**config.mk**
```make
export PLATFORM = sky130hd
export DESIGN_NAME = fat_short_dir_entry_decoder
export DESIGN_NICKNAME = d
export VERILOG_FILES = /design/src/hw/rtl/fsde_pkg.sv /design/src/hw/rtl/fsde_lane.sv /design/src/hw/rtl/fsde_merge.sv /design/src/hw/rtl/fat_short_dir_entry_decoder.sv
export SDC_FILE = /design/constraint.sdc
export NUM_CORES = 1
export LEC_CHECK = 0
export BUFFER_PORTS_ARGS = -buffer_cell sky130_fd_sc_hd__buf_2
export CORE_MARGIN = 2
export CORE_UTILIZATION = 35
export CTS_BUF_LIST = sky130_fd_sc_hd__clkbuf_8
export DETAILED_ROUTE_END_ITERATION = 10
export GPL_ROUTABILITY_DRIVEN = 0
export PLACE_DENSITY = 0.59
export SYNTH_ARGS = -nofsm -noshare
export SYNTH_HDL_FRONTEND = slang
export SYNTH_SLANG_ARGS = --single-unit
```
**constraint.sdc**
```tcl
create_clock -name clk_i -period 12.45 [get_ports clk_i]
set_clock_uncertainty 0.15 [all_clocks]
set_input_delay 0 -clock clk_i [delete_from_list [all_inputs] [get_ports clk_i]]
set_output_delay 0 -clock clk_i [all_outputs]
set_load 0.01 [all_outputs]
```
**src/hw/rtl/fsde_pkg.sv**
```systemverilog
`default_nettype none
// ----------------------------------------------------------------------------
// fsde_pkg
// shared types and constants of the fat short directory entry decoder
// ----------------------------------------------------------------------------
package fsde_pkg;

  localparam int unsigned CHAR_W      = 8;
  localparam int unsigned BASE_LANES  = 8;
  localparam int unsigned EXT_LANES   = 3;
  localparam int unsigned NAME_CHARS  = 12;
  localparam int unsigned NAME_W      = NAME_CHARS * CHAR_W;
  localparam int unsigned HEAD_W      = BASE_LANES * CHAR_W;
  localparam int unsigned TAIL_W      = NAME_W - HEAD_W;
  localparam int unsigned EXT_W       = EXT_LANES * CHAR_W;
  localparam int unsigned LEN_W       = 4;
  localparam int unsigned ATTR_W      = 8;
  localparam int unsigned HALF_W      = 16;
  localparam int unsigned CLUSTER_W   = 2 * HALF_W;
  localparam int unsigned IN_TDATA_W  = 128;
  localparam int unsigned OUT_TDATA_W = 136;
  localparam int unsigned DIR_BIT     = 4;

  localparam logic [CHAR_W-1:0] DELETED_MARK   = 8'hE5;
  localparam logic [CHAR_W-1:0] SPACE_CHAR     = 8'h20;
  localparam logic [CHAR_W-1:0] DOT_CHAR       = 8'h2E;
  localparam logic [5:0]        LONG_NAME_ATTR = 6'h0F;

  typedef enum logic [1:0] {
    STAT_VALID = 2'd0,
    STAT_SKIP  = 2'd1,
    STAT_END   = 2'd2
  } status_e;

  typedef struct packed {
    logic [CHAR_W-1:0] ch;
    logic              is_space;
    logic              is_zero;
  } lane_t;

  typedef struct packed {
    status_e              status;
    logic [HEAD_W-1:0]    name_head;
    logic [TAIL_W-1:0]    name_tail;
    logic [LEN_W-1:0]     name_length;
    logic [CLUSTER_W-1:0] first_cluster;
    logic                 is_directory;
  } result_t;

endpackage
`default_nettype wire

```
**src/hw/rtl/fsde_lane.sv**
```systemverilog
`default_nettype none
// ----------------------------------------------------------------------------
// fsde_lane
// per-character classifier: space and zero detection for one name byte
// ----------------------------------------------------------------------------
module fsde_lane (
  input  logic [fsde_pkg::CHAR_W-1:0] char_i,
  output fsde_pkg::lane_t             lane_o
);

  assign lane_o.ch       = char_i;
  assign lane_o.is_space = (char_i == fsde_pkg::SPACE_CHAR);
  assign lane_o.is_zero  = (char_i == '0);

endmodule
`default_nettype wire

```
**src/hw/rtl/fsde_merge.sv**
```systemverilog
`default_nettype none
// ----------------------------------------------------------------------------
// fsde_merge
// combines lane results into the compacted 8.3 name and its length
// ----------------------------------------------------------------------------
module fsde_merge (
  input  fsde_pkg::lane_t                base_lanes_i [fsde_pkg::BASE_LANES],
  input  fsde_pkg::lane_t                ext_lanes_i  [fsde_pkg::EXT_LANES],
  output logic [fsde_pkg::HEAD_W-1:0]    name_head_o,
  output logic [fsde_pkg::TAIL_W-1:0]    name_tail_o,
  output logic [fsde_pkg::LEN_W-1:0]     name_length_o
);

  localparam int unsigned DOT_W = (fsde_pkg::EXT_LANES + 1) * fsde_pkg::CHAR_W;

  logic                        run;
  logic                        ext_on;
  logic [fsde_pkg::LEN_W-1:0]  base_len;
  logic [fsde_pkg::LEN_W-1:0]  ext_len;
  logic [fsde_pkg::NAME_W-1:0] base_part;
  logic [DOT_W-1:0]            dot_part;
  logic [fsde_pkg::NAME_W-1:0] name;

  always_comb begin
    base_part = '0;
    base_len  = '0;
    run       = 1'b1;
    for (int i = 0; i < fsde_pkg::BASE_LANES; i++) begin
      run = run & ~base_lanes_i[i].is_space;
      if (run) begin
        base_part[fsde_pkg::CHAR_W*i +: fsde_pkg::CHAR_W] = base_lanes_i[i].ch;
        base_len = base_len + fsde_pkg::LEN_W'(1);
      end
    end

    // dot followed by the extension up to its first space
    ext_on   = ~ext_lanes_i[0].is_space;
    dot_part = '0;
    dot_part[fsde_pkg::CHAR_W-1:0] = fsde_pkg::DOT_CHAR;
    ext_len  = '0;
    run      = 1'b1;
    for (int i = 0; i < fsde_pkg::EXT_LANES; i++) begin
      run = run & ~ext_lanes_i[i].is_space;
      if (run) begin
        dot_part[fsde_pkg::CHAR_W*(i+1) +: fsde_pkg::CHAR_W] = ext_lanes_i[i].ch;
        ext_len = ext_len + fsde_pkg::LEN_W'(1);
      end
    end
    if (!ext_on) begin
      dot_part = '0;
    end

    name = base_part | (fsde_pkg::NAME_W'(dot_part) << {base_len, 3'b000});
    name_length_o = ext_on ? base_len + ext_len + fsde_pkg::LEN_W'(1) : base_len;
    name_head_o   = name[fsde_pkg::HEAD_W-1:0];
    name_tail_o   = name[fsde_pkg::NAME_W-1:fsde_pkg::HEAD_W];
  end

endmodule
`default_nettype wire

```
**src/hw/rtl/fat_short_dir_entry_decoder.sv**
```systemverilog
`default_nettype none
// ----------------------------------------------------------------------------
// fat_short_dir_entry_decoder
// decodes one fat 8.3 directory entry per request into name, cluster, status
// ----------------------------------------------------------------------------
// channel   dir  tdata                                     tuser
// s_axis    in   base, extension, attributes, cluster lo/hi directory_start
// m_axis    out  name head/tail, length, cluster, dir flag  status
//
// one request per cycle while s_axis_tready_o is high; results are registered.
// the eleven character lanes and the merge stage sit before the output register.
// a two-entry output register (main plus skid) keeps s_axis_tready_o free of
// m_axis_tready_i; it drops only while the skid entry holds a result.
// reset clears the sticky end flag and the valid flags of both output entries.
// ----------------------------------------------------------------------------
module fat_short_dir_entry_decoder (
  input  logic                                 clk_i,
  input  logic                                 rst_ni,
  // name_base[63:0], name_extension[87:64], attributes[95:88],
  // clus_lo[111:96], clus_hi[127:112]
  input  logic [fsde_pkg::IN_TDATA_W-1:0]      s_axis_tdata_i,
  // directory_start[0]
  input  logic                                 s_axis_tuser_i,
  input  logic                                 s_axis_tvalid_i,
  output logic                                 s_axis_tready_o,
  // name_head[63:0], name_tail[95:64], name_length[99:96],
  // first_cluster[131:100], is_directory[132], zero[135:133]
  output logic [fsde_pkg::OUT_TDATA_W-1:0]     m_axis_tdata_o,
  // status[1:0]
  output logic [1:0]                           m_axis_tuser_o,
  output logic                                 m_axis_tvalid_o,
  input  logic                                 m_axis_tready_i
);

  localparam int unsigned PAY_W = fsde_pkg::HEAD_W + fsde_pkg::TAIL_W + fsde_pkg::LEN_W
                                  + fsde_pkg::CLUSTER_W + 1;

  logic [fsde_pkg::HEAD_W-1:0]    name_base;
  logic [fsde_pkg::EXT_W-1:0]     name_extension;
  logic [fsde_pkg::ATTR_W-1:0]    attributes;
  logic [fsde_pkg::HALF_W-1:0]    clus_lo;
  logic [fsde_pkg::HALF_W-1:0]    clus_hi;

  fsde_pkg::lane_t                base_lanes [fsde_pkg::BASE_LANES];
  fsde_pkg::lane_t                ext_lanes  [fsde_pkg::EXT_LANES];
  logic [fsde_pkg::HEAD_W-1:0]    name_head;
  logic [fsde_pkg::TAIL_W-1:0]    name_tail;
  logic [fsde_pkg::LEN_W-1:0]     name_length;

  logic                           in_fire;
  logic                           end_q, end_d;
  logic                           skip;
  fsde_pkg::result_t              res;
  fsde_pkg::result_t              out_q, out_d, skid_q, skid_d;
  logic                           out_valid_q, out_valid_d, skid_valid_q, skid_valid_d;

  assign name_base      = s_axis_tdata_i[63:0];
  assign name_extension = s_axis_tdata_i[87:64];
  assign attributes     = s_axis_tdata_i[95:88];
  assign clus_lo        = s_axis_tdata_i[111:96];
  assign clus_hi        = s_axis_tdata_i[127:112];

  for (genvar g = 0; g < fsde_pkg::BASE_LANES; g++) begin : g_base
    fsde_lane u_lane (
      .char_i (name_base[fsde_pkg::CHAR_W*g +: fsde_pkg::CHAR_W]),
      .lane_o (base_lanes[g])
    );
  end

  for (genvar g = 0; g < fsde_pkg::EXT_LANES; g++) begin : g_ext
    fsde_lane u_lane (
      .char_i (name_extension[fsde_pkg::CHAR_W*g +: fsde_pkg::CHAR_W]),
      .lane_o (ext_lanes[g])
    );
  end

  fsde_merge u_merge (
    .base_lanes_i  (base_lanes),
    .ext_lanes_i   (ext_lanes),
    .name_head_o   (name_head),
    .name_tail_o   (name_tail),
    .name_length_o (name_length)
  );

  assign in_fire = s_axis_tvalid_i & s_axis_tready_o;

  always_comb begin
    end_d = s_axis_tuser_i ? 1'b0 : end_q;
    if (base_lanes[0].is_zero) begin
      end_d = 1'b1;
    end
    skip = (base_lanes[0].ch == fsde_pkg::DELETED_MARK)
         | (attributes[5:0] == fsde_pkg::LONG_NAME_ATTR);

    res = '0;
    if (end_d) begin
      res.status = fsde_pkg::STAT_END;
    end else if (skip) begin
      res.status = fsde_pkg::STAT_SKIP;
    end else begin
      res.status        = fsde_pkg::STAT_VALID;
      res.name_head     = name_head;
      res.name_tail     = name_tail;
      res.name_length   = name_length;
      res.first_cluster = {clus_hi, clus_lo};
      res.is_directory  = attributes[fsde_pkg::DIR_BIT];
    end
  end

  always_comb begin
    out_d        = out_q;
    skid_d       = skid_q;
    out_valid_d  = out_valid_q;
    skid_valid_d = skid_valid_q;
    if (skid_valid_q) begin
      if (m_axis_tready_i) begin
        out_d        = skid_q;
        skid_valid_d = 1'b0;
      end
    end else if (in_fire) begin
      if (!out_valid_q || m_axis_tready_i) begin
        out_d       = res;
        out_valid_d = 1'b1;
      end else begin
        skid_d       = res;
        skid_valid_d = 1'b1;
      end
    end else if (m_axis_tready_i) begin
      out_valid_d = 1'b0;
    end
  end

  always_ff @(posedge clk_i or negedge rst_ni) begin
    if (!rst_ni) begin
      end_q        <= 1'b0;
      out_valid_q  <= 1'b0;
      skid_valid_q <= 1'b0;
    end else begin
      if (in_fire) begin
        end_q <= end_d;
      end
      out_valid_q  <= out_valid_d;
      skid_valid_q <= skid_valid_d;
    end
  end

  always_ff @(posedge clk_i) begin
    out_q  <= out_d;
    skid_q <= skid_d;
  end

  assign s_axis_tready_o = ~skid_valid_q;
  assign m_axis_tvalid_o = out_valid_q;
  assign m_axis_tuser_o  = out_q.status;
  assign m_axis_tdata_o  = fsde_pkg::OUT_TDATA_W'({out_q.is_directory, out_q.first_cluster,
                                                   out_q.name_length, out_q.name_tail,
                                                   out_q.name_head});

  // skid entry only fills behind a held main entry
  a_skid_behind_main: assert property (@(posedge clk_i) disable iff (!rst_ni)
    skid_valid_q |-> out_valid_q)
    else $error("skid entry valid without main entry");

  // a zero first byte always leaves the end flag set
  a_end_sticky: assert property (@(posedge clk_i) disable iff (!rst_ni)
    (in_fire && base_lanes[0].is_zero) |=> end_q)
    else $error("end flag not set after end marker");

  // skipped and end results carry an all-zero payload
  a_zero_payload: assert property (@(posedge clk_i) disable iff (!rst_ni)
    (m_axis_tvalid_o && (m_axis_tuser_o != fsde_pkg::STAT_VALID))
      |-> (m_axis_tdata_o[PAY_W-1:0] == '0))
    else $error("non-valid result with nonzero payload");

  // no result holds a name longer than twelve characters
  a_len_range: assert property (@(posedge clk_i) disable iff (!rst_ni)
    m_axis_tvalid_o |-> (out_q.name_length <= fsde_pkg::LEN_W'(fsde_pkg::NAME_CHARS)))
    else $error("name length out of range");

endmodule
`default_nettype wire
```
* After elaboration in Yosys (flattened, before gate mapping)
Cells that the tools add are included.
W data, S select, Z words.
** Word-level totals
- Register bits after elaboration :: 273
- Bits of input ports :: 133
- Word-level logic and storage cells :: 116
** Operators by class
- Add/sub/neg operators :: 11
- Equal/unequal tests :: 15
- Shift-type cells :: 1
- Multiplexer cells :: 40
- Bitwise gates (word level) :: 25
- Reduce and logical (&&, ||, !) cells :: 9
** Operator list (number)
- $mux W135 :: 4
- $mux W133 :: 2
- $or A64 B96 Y96 :: 1
- $shl A32 B7 Y96 :: 1
- $eq A8 B6 Y1 const B :: 11
- $mux W8 :: 10
- $mux W4 :: 10
- $add A4 B1 Y4 const B :: 9
- $mux W32 :: 1
- $not A1 Y1 :: 13
- $mux W1 :: 12
- $and A1 B1 Y1 :: 10
- $reduce_and A3 Y1 :: 3
- $eq A8 B8 Y1 const B :: 1
- $logic_not A8 Y1 :: 1
- $eq A6 B4 Y1 const B :: 1
- $reduce_bool A2 Y1 :: 3
- $add A4 B4 Y4 :: 1
- $add A1 B1 Y2 const B :: 1
- $mux W2 :: 1
- $ne A2 B1 Y1 const B :: 1
- $ne A2 B2 Y1 const B :: 1
- $logic_not A1 Y1 :: 1
- $logic_or A1 B1 Y1 :: 1
- $or A1 B1 Y1 :: 1

* Depth between registers and ports, before layout
- Word-level depth :: 24
- Mapped depth :: 29

* Hierarchy
A second synthesis with hierarchy kept.
** Unflattened totals
- Cell total of the unflattened synthesis :: 1352
- Area total of the unflattened synthesis :: 14918.1 µm²
** Modules (own cells, without submodules)
- fat_short_dir_entry_decoder :: instances 1, cells each 774, area an instance 11234.5 µm², sequential area each 8182.8 µm²
- fsde_merge :: instances 1, cells each 446, area an instance 2665.1 µm², sequential area each 0.0 µm²
- fsde_lane :: instances 11, cells each 12, area an instance 92.6 µm², sequential area each 0.0 µm²

* Least setup slack after synthesis
OpenSTA, ideal clock, no wires.
- Path kind :: register to register
- Start :: reg skid_valid_q
- End :: reg skid_q[0] (netlist bit), enable pin
- Data arrival time :: 10602 ps
- Setup slack :: 873 ps
- Cell stages (with the launch flop) :: 5
- Buffers on the path :: 1
- Period minus slack after synthesis :: 11577 ps
- Cells stage by stage :: dfrtp_1 > inv_1 > buf_2 > nand2_1 > nor3b_1
** Between the ends
- Word-level cells in the longest chain between the ends :: 3
** RTL lines
- from (decl) :: RTL line fat_short_dir_entry_decoder.sv:55 : logic out_valid_q, out_valid_d, skid_valid_q, skid_valid_d;
- from (signal assigned) :: RTL line fat_short_dir_entry_decoder.sv:143 : skid_valid_q <= skid_valid_d;
- $not A1 Y1 (no line) *
- $and A1 B1 Y1 :: RTL line fat_short_dir_entry_decoder.sv:85 : assign in_fire = s_axis_tvalid_i & s_axis_tready_o;
- $reduce_and A3 Y1 (no line) *
- to (signal assigned) :: RTL line fat_short_dir_entry_decoder.sv:149 : skid_q <= skid_d;
- to (decl) :: RTL line fat_short_dir_entry_decoder.sv:54 : fsde_pkg::result_t out_q, out_d, skid_q, skid_d;
Mark *: on every way between the ends. The rest lies on a longest branch, timed or not.
A chain may end at the register's enable or synchronous reset.

==> impl_metrics.ini <==
[global_routing]
grt_busiest_layer = met2
grt_pass1_wl_um = 65500
grt_overflow = 0
antenna_found_initial = 0
grt_max_degree = 85
grt_pass1_vias = 10630
grtUsageMet1_pct = 29.8
grt_usage_pct = 21.1
grtUsageMet3_pct = 3.90
use_met2_pct = 32.5

[sta]
drv_slew = 0
finalHoldViolCount = 0
whs_ns = 0.0653
layout_min_cycle_time_ns = 7.32
setup_viol = 0
slew_headroom_pct = 10.2
tightest_slew_ns = 1.34
setup_tns_ns = 0
min_period_over_period_pct = 58.8
rsz0062_at_grt = no
clock.fmax_mhz = 137

[power_and_ir_drop]
share_seq_of_total_power_pct = 45.3
switching_share_pct = 30.3
power_frac_clock_pct = 30.1
power_switching_uw = 814
power_frac_comb_pct = 24.6
ir_drop_mv = 0.0735
p_leak_uw = 0.00700
p_per_area_mw_per_mm2 = 150
p_int_uw = 1880

[critical_path]
cp_slowest_cell = nor4b_1
worstSetupPathType = primary input to flip-flop
critPathTopFamily = buffers and inverters
crit_buf_inv = 7
crit_fanout = 18
cp_common_cell = ha_1
crit_path_end_kind = flip-flop
cp-start-kind = primary input
max_stage_delay_ns = 0.87
critPathArrivalTime_ns = 7.50
cp.required_ns = 12.64

[floorplan]
fp-row-count = 72
start_util_pct = 35.4
die_y_um = 201
die_w_um = 201
die_area_mm2 = 0.0405
core_region_area_mm2 = 0.0386
ios = 273

[final_layout]
fillCellCount = 3608
drive_gt1_share_pct = 29.1
regArea_mm2 = 0.00819
layout.nets = 1683
multi_input_area_mm2 = 0.00506
area_delta_synth_final_pct = 31.9
antennaDiodeCount = 0

[logic_synthesis]
avgSynthCellArea_um2 = 12.2
synth_seq_area_share_pct = 60.0
async_flop_share_pct = 1.10
synth_top_area_share_pct = 59.5
synth_cell_types = 86
ys_ff_latch = 273
syn-cell-area_mm2 = 0.0136
yosysMostFrequentCell = edfxtp_1
synth.largest_area_cell = edfxtp_1
synthTopCellsByArea = edfxtp_1 59%, mux2_2 5.0%, nand2_1 4.2%, and2_1 2.2%, o221ai_1 2.1%
synth_ff_type = edfxtp_1
synth_warnings = 0
synthCells = 1115
synth_edf_count = 270
synth_common_cells = 270 x edfxtp_1, 153 x nand2_1, 65 x nor2_1

[clock_network]
clk_latency_ns = 0.59
cts_sinks = 273
cts_resized = 0
h-tree-depth = 2
clockBufferDepth = 3
cts_buffers = 46
cts.clk_slew.worst_paths_ns = 0.06
cts-root-buf = clkbuf_8
cts_tree = yes

[placement]
hpwl_um = 29500
io_buffers = 267

[hold_path]
worstHoldPathType = primary input to flip-flop

[route]
drtAntennaViolNets = 0
vias_per_cell = 5.30
num_vias = 11107
wl_um = 44000
firstDrtPassIters = 7
drt_iter0_markers = 1142
post_drt_wl_per_cell_um = 21.0
drc = 0

[job]
maxCapViolCount = 0

[status]
status = completed
==> layout by cell type, fill, tap and decap left out, drive strengths merged, types with 4 or more instances in the layout <==
cell,count
and2,52
a32oi,9
xnor2,5
a211oi,4
o211ai,9
o221ai,32
clkbuf,50
o2bb2a,7
nor2,67
nand3,35
ha,8
conb,4
nor3,15
mux2,62
a31oi,9
buf,281
o21ai,75
dlygate4sd3,164
o21a,10
a22o,8
edfxtp,270
inv,26
mux2i,22
o31ai,21
nand2,155
o22ai,4
or3,9
a21boi,5
o2111ai,4
clkinv,20
a21oi,49
and3,10
nor4b,10
nand4,11
nor4,14
a21o,5
==> timing repair <==
item                                   in CTS  in global routing
endpoints found under the hold margin     252                  0
hold buffers                              164                  0
setup buffers                               0                  0
==> metrics by stage <==
stage                     setup WS, ns  cells  power [µW]  utilization, %  area (µm²)
after floorplan                  0.873   1118        1610               -       13600
after global placement            5.49   1847        1830            40.0       15400
after detailed placement          5.42   1847        1840            40.0       15400
after CTS                         5.15   2095        2710            46.6       18000
after global routing              4.71   2095        2810            46.6       18000
final                             5.13   2095        2690            46.6       18000
==> worst paths after layout <==
path	startpoint	endpoint	slack (ns)	depth (start not counted)
max	s_axis_tdata_i[15]	skid_q[123]	5.13	30
max reg2reg	end_q	skid_q[100]	8.70	7
min	s_axis_tdata_i[79]	m_axis_tdata_o[23]	0.07	4
max in group asynchronous	rst_ni	skid_valid_q	11.83	3
min reg2reg	skid_q[65]	m_axis_tdata_o[92]	0.37	2
min in group asynchronous	rst_ni	skid_valid_q	0.15	3
==> per-layer routing <==
| metal | up-vias | part of all wire, % |
|---|---|---|
| li1 | 5127 | - |
| met1 | 5358 | 43 |
| met2 | 544 | 46 |
| met3 | 78 | 7.7 |
| met4 | 0 | 2.9 |
| met5 | - | 0 |
==> worst register-to-register path, delay by kind of cell (launching register included) <==
kind                   cells  cell delay (ns)
and+or+nand+nor            2             1.30
buffers and inverters      3             1.21
AOI/OAI and AO/OA          2             0.61
DFF                        1             0.35
==> layout make-up <==
cell class              instances  area share [%]
flip-flops and latches        273            45.5
multi-input cells             757            28.2
repair buffers                445            17.1
clock buffers                  50            3.83
well taps                     518            3.60
clock inverters                34            1.29
inverters                      18           0.425
==> cells by family after synthesis <==
kind of cell,after synthesis,synth area share [%]
AOI/OAI and AO/OA,265,13.6
xor gates and xnor gates,9,0.973
adders and majority gates,9,0.881
buffers and inverters,88,3.06
DFF,273,60.0
muxes,84,7.10
other,1,0.0275
and+or+nand+nor,386,14.4
==> power groups by stage <==
stage	Combinational, µW	Clock (µW)	Sequential (µW)
2_1_floorplan	328	0	1280
3_3_place_gp	592	0	1240
3_5_place_dp	599	0	1240
4_1_cts	660	833	1220
5_1_grt	714	872	1230
6_report	662	809	1220
==> registers in the layout, indices dropped and copies added (netlist names) <==
name	cells
m_axis_tvalid_o	1
m_axis_tuser_o	2
m_axis_tdata_o	133
skid_q	135
end_q	1
skid_valid_q	1
Power figures use the tool's default switching activity.
